==> config.mk <==
export PLATFORM = sky130hd
export DESIGN_NAME = mp2d_job_fifo
export DESIGN_NICKNAME = d
export VERILOG_FILES = /design/src/hdl/mp2d_pkg.sv /design/src/hdl/mp2d_job_fifo.sv
export SDC_FILE = /design/constraint.sdc
export NUM_CORES = 1
export LEC_CHECK = 0
export ABC_AREA = 1
export ABC_CLOCK_PERIOD_IN_PS = 5350
export BUFFER_PORTS_ARGS = -buffer_cell sky130_fd_sc_hd__buf_2
export CAP_MARGIN = 10
export CORE_ASPECT_RATIO = 0.75
export CORE_UTILIZATION = 57
export DETAILED_ROUTE_END_ITERATION = 12
export HOLD_SLACK_MARGIN = 0.05
export PLACE_DENSITY = 0.91
export SETUP_SLACK_MARGIN = 0.2
export SLEW_MARGIN = 20
export SYNTH_ARGS = -nofsm -noshare
export SYNTH_HDL_FRONTEND = slang
export SYNTH_SLANG_ARGS = --single-unit
==> constraint.sdc <==
create_clock -name clk -period 5.35 [get_ports clk]
set_input_delay 0.535 -clock clk [delete_from_list [all_inputs] [get_ports clk]]
set_output_delay 0.535 -clock clk [all_outputs]
set_load 0.05 [all_outputs]
==> src/hdl/mp2d_pkg.sv <==
// Shared types, constants and helpers for the streaming 2-D max pooling block.
`timescale 1ns / 1ps
package mp2d_pkg;

  localparam int DATA_W       = 16;
  localparam int MAX_WIDTH    = 256;
  localparam int MAX_CHANNELS = 1024;
  localparam int MAX_POOL     = 4;
  localparam int MAX_PAD      = 3;
  localparam int IDX_W        = 9;
  localparam int CH_W         = 10;
  localparam int SLOT_W       = 2;
  localparam int COL_AW       = 9;
  localparam int ADDR_W       = SLOT_W + COL_AW;
  localparam int STORE_DEPTH  = 2 ** ADDR_W;
  localparam int CFG_DATA_W   = 11;
  localparam int CFG_IDX_W    = 3;
  localparam int FIFO_DEPTH   = 4;
  localparam int FIFO_AW      = 2;

  localparam logic signed [DATA_W-1:0] MOST_NEG = {1'b1, {(DATA_W-1){1'b0}}};

  typedef enum logic [CFG_IDX_W-1:0] {
    REG_IN_WIDTH      = 3'd0,
    REG_IN_HEIGHT     = 3'd1,
    REG_CHANNEL_COUNT = 3'd2,
    REG_POOL_SIZE     = 3'd3,
    REG_POOL_STRIDE   = 3'd4,
    REG_PAD_AMOUNT    = 3'd5
  } cfg_reg_t;

  typedef enum logic [1:0] {
    BK_IDLE,
    BK_READ,
    BK_EXEC
  } back_state_t;

  // Effective (clamped) layer configuration.
  typedef struct packed {
    logic [IDX_W-1:0] w;
    logic [IDX_W-1:0] h;
    logic [10:0]      nc;
    logic [2:0]       k;
    logic [2:0]       s;
    logic [1:0]       p;
  } pool_cfg_t;

  typedef struct packed {
    logic signed [DATA_W-1:0] sample_value;
  } in_item_t;

  typedef struct packed {
    logic signed [DATA_W-1:0] pooled_value;
    logic [CH_W-1:0]          out_channel;
    logic [IDX_W-1:0]         out_row;
    logic [IDX_W-1:0]         out_col;
    logic                     run_last;
    logic                     layer_done;
  } out_item_t;

  // What one axis tracker reports about the current position.
  typedef struct packed {
    logic [IDX_W-1:0] pos;
    logic             at_last;
    logic             cov_ok;
    logic [IDX_W-1:0] cov_lo;
    logic [IDX_W-1:0] cov_hi;
    logic             emit_ok;
    logic [IDX_W-1:0] emit_lo;
    logic [IDX_W-1:0] emit_hi;
  } axis_view_t;

  // Work for the back end: one sample and the window box it touches.
  typedef struct packed {
    logic signed [DATA_W-1:0] value;
    logic [IDX_W-1:0]         row;
    logic [IDX_W-1:0]         col;
    logic [CH_W-1:0]          channel;
    logic [IDX_W-1:0]         ur_lo;
    logic [IDX_W-1:0]         ur_hi;
    logic [IDX_W-1:0]         uc_lo;
    logic [IDX_W-1:0]         uc_hi;
    logic                     cov_ok;
    logic [IDX_W-1:0]         cr_lo;
    logic [IDX_W-1:0]         cr_hi;
    logic [IDX_W-1:0]         cc_lo;
    logic [IDX_W-1:0]         cc_hi;
    logic                     emit_ok;
    logic [IDX_W-1:0]         er_lo;
    logic [IDX_W-1:0]         er_hi;
    logic [IDX_W-1:0]         ec_lo;
    logic [IDX_W-1:0]         ec_hi;
    logic                     layer_end;
  } job_t;

  // Quotient (upper two bits) and remainder (lower three) of a pad by a stride.
  function automatic logic [4:0] div_small(input logic [1:0] num, input logic [2:0] den);
    logic [2:0] rem;
    logic [1:0] quo;
    rem = {1'b0, num};
    quo = 2'd0;
    for (int n = 0; n < 3; n++) begin
      if (rem >= den) begin
        rem = rem - den;
        quo = quo + 2'd1;
      end
    end
    return {quo, rem};
  endfunction

endpackage

==> src/hdl/mp2d_job_fifo.sv <==
// Small queue of window jobs between the front end and the back end.
`timescale 1ns / 1ps
module mp2d_job_fifo (
  input  logic           clk,
  input  logic           rst_n,
  input  logic           push,
  input  mp2d_pkg::job_t din,
  output logic           full,
  input  logic           pop,
  output logic           not_empty,
  output mp2d_pkg::job_t dout
);
  import mp2d_pkg::*;

  job_t               entry_r [FIFO_DEPTH];
  logic [FIFO_AW-1:0] wr_ptr_r, rd_ptr_r;
  logic [FIFO_AW:0]   count_r, count_nxt;

  assign full      = (count_r == (FIFO_AW+1)'(FIFO_DEPTH));
  assign not_empty = (count_r != '0);
  assign dout      = entry_r[rd_ptr_r];

  always_comb begin
    count_nxt = count_r;
    if (push && !pop) begin
      count_nxt = count_r + 1'b1;
    end else if (pop && !push) begin
      count_nxt = count_r - 1'b1;
    end
  end

  always_ff @(posedge clk) begin
    if (!rst_n) begin
      wr_ptr_r <= '0;
      rd_ptr_r <= '0;
      count_r  <= '0;
    end else begin
      count_r <= count_nxt;
      if (push) begin
        wr_ptr_r <= wr_ptr_r + 1'b1;
      end
      if (pop) begin
        rd_ptr_r <= rd_ptr_r + 1'b1;
      end
    end
  end

  always_ff @(posedge clk) begin
    if (push) begin
      entry_r[wr_ptr_r] <= din;
    end
  end

endmodule

==> flow_summary.toml, run 1 <==
[synthesis]
avgSynthCellArea_um2 = 15.0
ys_async_sr_fraction_pct = 0
syn_nets = 1723
netlist_instances = 1558
yosysTopAreaCellShare_pct = 79.9
synth_cell_types = 20
synth_top_area_cell = "edfxtp_1"
synth-seq-area-share_pct = 80.6
syn_area_mm2 = 0.0233
ys_ff_latch = 629
yosys-top-cells-area = "edfxtp_1, nor2_1, o22ai_1, o21ai_0, o21ai_1"
ys.warnings.count = 0
ys.flop_type = "edfxtp_1"
synth_edf_count = 620

[floorplan]
die_height_um = 177
dieArea_mm2 = 0.0417
floorplan.initialDensity_pct = 58.4
die_x_um = 236
placementRows = 63
ioPinCount = 316
core_area_mm2 = 0.0399

[sta]
timing.fmax_ghz = 0.258
tightestPinTransition_ns = 1.08
finalClockSkew_ns = 0.0154
hold_violations = 0
fin_tns_setup_ns = 0
finalCritPeriodShare_pct = 72.4
relSlewSlack_pct = 28.0
slew_viol_final = 0
setup_viol = 0
rsz0062_at_grt = "no"
layout_min_cycle_time_ns = 3.87

[route]
drtAntennaViolNets = 0
finalWirelength_mm = 52.4
dr.pass1.iters = 5
vias = 14500
drt_iter0_markers = 1429
via_per_inst = 6.00
wl_per_cell_um = 21.7
route.detailed.drc = 0

[critical_path]
worstPathArrival_ns = 3.34
endpoint_kind = "primary output"
path_cells = "inv_8 -> buf_16 -> buf_4 -> o21ai_1 -> o22ai_1 -> buf_2"
reg2reg_slack_ns = 2.77
cp_slowest_cell = "dfxtp_4"
crit_family = "buffers and inverters"
crit_fanout = 104
max_stage_delay_ns = 0.57
critPathRequiredTime_ns = 4.82
worst-path-buf-inv = 4
worstSetupPathType = "reg2out"
crit_path_start_kind = "register"
r2r_start = "wr_ptr_r[0]$_SDFFE_PN0P_"

[global_route]
overflow = 0
track_usage_pct = 24.4
antenna_found_initial = 16
grt_start_max_net_pins = 186
grt_pass1_vias = 14400
grt_pass1_wl_mm = 78.5

[cts]
cts_setup_buffers = 0
cts_root_buffer = "clkbuf_16"
clockBufferDepth = 3
htreeDepth = 2
cts_sinks = 629
cts_resized = 0
clk_pin_slew_worst_paths_ns = 0.07
cts_tree = "done"
ctsHoldBuffers = 0
clk_latency_ns = 0.57
tritoncts.num_buffers = 55

[layout]
seqCellArea_mm2 = 0.0188
drive_gt1_share_pct = 22.2
stdcell_area_mm2 = 0.0270
area_growth_pct = 16.0
multi_input_area_mm2 = 0.00389
finish.utilization_pct = 67.8
fin_nets = 2008
num-fill-cells = 2486

[status]
run_status = "completed"

[placement]
dp_hpwl_mm = 28.2
port_buffers = 315
globalplace.congestion = 0.747
place_area_mm2 = 0.0252

[power]
cellPowerDensity_mw_per_mm2 = 413
p_leak_nw = 9.38
ir_worst_vdd_mv = 0.428

[flow_run]
drv_cap = 0

[min_path]
hold_start = "din[26]"
min_path_type = "in2reg"
==> synth_stat cells, types with 9 or more instances <==
cell type / n
nor2_1: 316
clkbuf_2: 10
buf_6: 13
clkbuf_1: 41
buf_2: 34
inv_1: 16
o22ai_1: 155
o21ai_1: 147
o21ai_0: 169
edfxtp_1: 620
nand2_1: 10
dfxtp_1: 9
==> cell type report <==
class,instances,area share (%)
clock buffers,65,5.39
clock inverters,37,1.35
diodes,8,0.0740
multi-input cells,810,14.4
inverters,17,0.347
well taps,520,2.41
repair buffers,330,6.50
flip-flops and latches,629,69.5
==> worst paths after layout <==
path,to,cells past startpoint
worst min register to register,register,1
worst max-delay path,dout[7],6
worst min-delay path,entry_r[1][26]$_DFFE_PP_,1
worst max register to register,entry_r[0][87]$_DFFE_PP_,5
==> through the flow <==
stage / power, mW / worst slack, ns / hold WS [ns] / cells
after floorplan: 6.85 / 1.27 / 0.412 / 1558
final: 11.2 / 1.48 / 0.173 / 2416
after global placement: 7.21 / 2.22 / 0.437 / 2305
after global routing: 11.5 / 1.37 / 0.147 / 2415
after detailed placement: 7.26 / 2.14 / 0.473 / 2305
after CTS: 11.2 / 1.47 / 0.136 / 2407
==> report_power, final <==
group	internal (mW)	switching (mW)	leakage [nW]
logic	0.308	1.16	2.72
clock network	2.29	1.70	0.894
registers	5.64	0.0726	5.77
==> registers in the layout, indices dropped and copies added (netlist names), named ones only <==
name      flops
count_r       3
rd_ptr_r      2
entry_r     620
wr_ptr_r      2
==> worst register-to-register path: cells and delay by family, from the launching register on <==
| kind | cells | cell delay (ns) |
|---|---|---|
| buffers and inverters | 3 | 1.56 |
| flip-flops | 1 | 0.33 |
| adder cells (fa/ha/maj) | 1 | 0.18 |
| AND/OR/NAND/NOR | 1 | 0.12 |
==> cell families (layout without fill, tap and decap cells) <==
group,after synthesis,in the layout,synth area share [%]
AO/OA/AOI/OAI,475,475,11.0
other,0,8,0
buffers and inverters,119,449,2.65
adder cells (fa/ha/maj),6,6,0.354
flip-flops,629,629,80.6
AND/OR/NAND/NOR,329,329,5.32
==> placed cells by master (no fill, tap or decap), types with 11 or more instances in the layout <==
| master | synthesis | final |
|---|---|---|
| o22ai_1 | 155 | 155 |
| clkinv_1 | 0 | 12 |
| buf_2 | 34 | 315 |
| inv_1 | 16 | 11 |
| o21ai_1 | 147 | 147 |
| clkinv_2 | 0 | 12 |
| o21ai_0 | 169 | 169 |
| edfxtp_1 | 620 | 620 |
| nor2_1 | 316 | 316 |
| clkbuf_16 | 0 | 57 |
==> metal layers <==
layer / global-route usage, % / vias up / part of all wire [%]
li1: - / 6487 / -
met1: 30.7 / 7055 / 37
met2: 41.9 / 796 / 50
met3: 5.61 / 137 / 9.1
met4: 9.10 / 12 / 3.1
met5: 0 / - / 0.17
No activity file was read; power rests on OpenSTA's default activity.
==> run 2, diff against run 1 <==
- ABC_AREA: 1 -> 0
- ABC_CLOCK_PERIOD_IN_PS: 5350 -> 3530
- CORE_UTILIZATION: 57 -> 51
- PLACE_DENSITY: 0.91 -> 0.87
- clock period: 5.35 -> 3.53 ns (I/O delays scaled with it)
==> run 2 against run 1 <==
Net effect:
- first-iteration DRC count decreased by 53%
- total power increased by 54%
- synthesized cell count decreased by 45%
- clock skew about the same
- worst hold slack got worse by 0.056 ns
- non-clock buffer count increased by 158
- core utilization decreased by 2.5 points
- largest power group unchanged
==> flow_summary.toml, run 2 <==
[status]
run_status = "completed"

[power]
ir_worst_vdd_mv = 0.579
cellPowerDensity_mw_per_mm2 = 601
p_leak_nw = 9.64

[route]
route.detailed.drc = 0
vias = 10800
dr.pass1.iters = 4
drtAntennaViolNets = 0
wl_per_cell_um = 23.2
via_per_inst = 5.46
drt_iter0_markers = 675
finalWirelength_mm = 46.1

[placement]
port_buffers = 315
place_area_mm2 = 0.0252
place_ws_ns = 1.23
dp_hpwl_mm = 26.7
globalplace.congestion = 0.730

[sta]
worst_slack_ns = 0.701
hold-worst-slack_ns = 0.117
rsz0062_at_grt = "no"
tightestPinTransition_ns = 0.809
finalCritPeriodShare_pct = 80.1
layout_min_cycle_time_ns = 2.83
slew_viol_final = 0
finalClockSkew_ns = 0.0152
relSlewSlack_pct = 46.1
setup_viol = 0
hold_violations = 0
timing.fmax_ghz = 0.353
fin_tns_setup_ns = 0

[synthesis]
ys.warnings.count = 0
synth_top_area_cell = "edfxtp_1"
ys_ff_latch = 629
yosys-top-cells-area = "edfxtp_1, mux4_2, dfxtp_1, buf_6, buf_2"
synth.most_common_cell = "edfxtp_1"
ys.flop_type = "edfxtp_1"
synth_cell_types = 20
yosysTopAreaCellShare_pct = 81.7
ys_async_sr_fraction_pct = 0
netlist_instances = 852
synth-seq-area-share_pct = 82.5
avgSynthCellArea_um2 = 26.8
synth_edf_count = 620
yosys-top-cells-count = "edfxtp_1, mux4_2, buf_2"
syn_area_mm2 = 0.0228
syn_nets = 1017

[global_route]
grt_start_max_net_pins = 68
track_usage_pct = 20.2
grt_pass1_vias = 11900
grt_pass1_wl_mm = 68.1
antenna_found_initial = 5
overflow = 0

[min_path]
min_path_type = "in2reg"

[cts]
cts_setup_buffers = 0
clk_pin_slew_worst_paths_ns = 0.06
cts_root_buffer = "clkbuf_16"
clockBufferDepth = 3
cts_sinks = 629
clk_latency_ns = 0.58
cts_tree = "done"
tritoncts.num_buffers = 55
ctsHoldBuffers = 155
cts_resized = 0
htreeDepth = 2

[floorplan]
core_area_mm2 = 0.0437
ioPinCount = 316
die_x_um = 246
floorplan.initialDensity_pct = 52.2
placementRows = 66
die_height_um = 185
dieArea_mm2 = 0.0456

[layout]
top_regs = "entry_r (620), count_r (3)"
area_growth_pct = 25.1
largest_reg_flops = 620
stdcell_area_mm2 = 0.0285
finish.utilization_pct = 65.3
fin_nets = 1528
largest_register = "entry_r"
final_common_cell = "edfxtp_1"
final_cell_mix = "edfxtp_1, buf_2, mux4_2, dlygate4sd3_1, clkbuf_16"
drive_gt1_share_pct = 40.7

[critical_path]
endpoint_kind = "primary output"
critPathRequiredTime_ns = 3.18
worstPathArrival_ns = 2.48
path_cells = "buf_12 -> mux4_2 -> buf_2"
max_stage_delay_ns = 0.64
crit_fanout = 48
worstSetupPathType = "reg2out"
cp_slowest_cell = "dfxtp_4"
crit_path_start_kind = "register"

[flow_run]
drv_cap = 0
-- run 2: changes by cell type after synthesis, sizes merged, moves of 3 or more --
cell / change
inv: -13
o22ai: -155
xor2: +3
nand2: -9
a21oi: -4
o21ai: -315
nor2: -316
and2: +9
buf: -19
clkbuf: -49
mux4: +155
-- run 2: path summary, 6_finish.rpt --
kind / start / end / slack [ns] / cells past startpoint
setup reg to reg: wr_ptr_r[0]$_SDFFE_PN0P_ / entry_r[0][108]$_DFFE_PP_ / 1.55 / 4
hold / removal: rst_n / count_r[2]$_SDFFE_PN0P_ / 0.12 / 2
setup / recovery: register / dout[87] / 0.70 / 3
hold reg to reg: count_r[2]$_SDFFE_PN0P_ / count_r[2]$_SDFFE_PN0P_ / 0.53 / 2
-- run 2: stage by stage --
stage | instances | power, mW
finish | 1986 | 17.1
global route | 1985 | 17.7
CTS | 1981 | 17.3
detailed placement | 1729 | 11.3
global placement | 1729 | 11.2
floorplan | 852 | 10.6
-- run 2: logic make-up after synthesis --
family          count (synthesis)  share of synthesized area, %
flops                         629                          82.5
mux                           157                          15.4
buf+inv                        38                          1.12
simple gates                   15                         0.406
fa+ha+maj                       6                         0.362
xor+xnor                        5                         0.192
compound gates                  2                        0.0549
-- run 2: power breakdown --
group	switching (mW)	leakage [nW]	total, mW	internal, mW
Clock	2.52	0.859	5.88	3.35
Sequential	0.120	5.77	8.70	8.58
Combinational	1.73	3.01	2.56	0.831
Total	4.37	9.64	17.1	12.8
-- run 2: area by class of cell --
cell class	count	area, um2
clock inverter	28	315
multi-input combinational	185	3750
tap	578	723
clock buffer	69	1450
antenna	5	12.5
timing repair buffer	488	3440
inverter	4	15.0
sequential	629	18800
fill	2687	15200
-- run 2: routing by layer --
layer | part of all wire [%] | track usage (%)
met2 | 52 | 35.1
met1 | 38 | 24.6
met4 | 2.1 | 5.96
met3 | 8.1 | 5.62
met5 | 0 | 0
-- run 2: worst max-delay path: cells and delay by family (launching register included) --
kind	cells	cell delay, ns
buffers and inverters	2	0.64
DFF	1	0.64
muxes	1	0.58
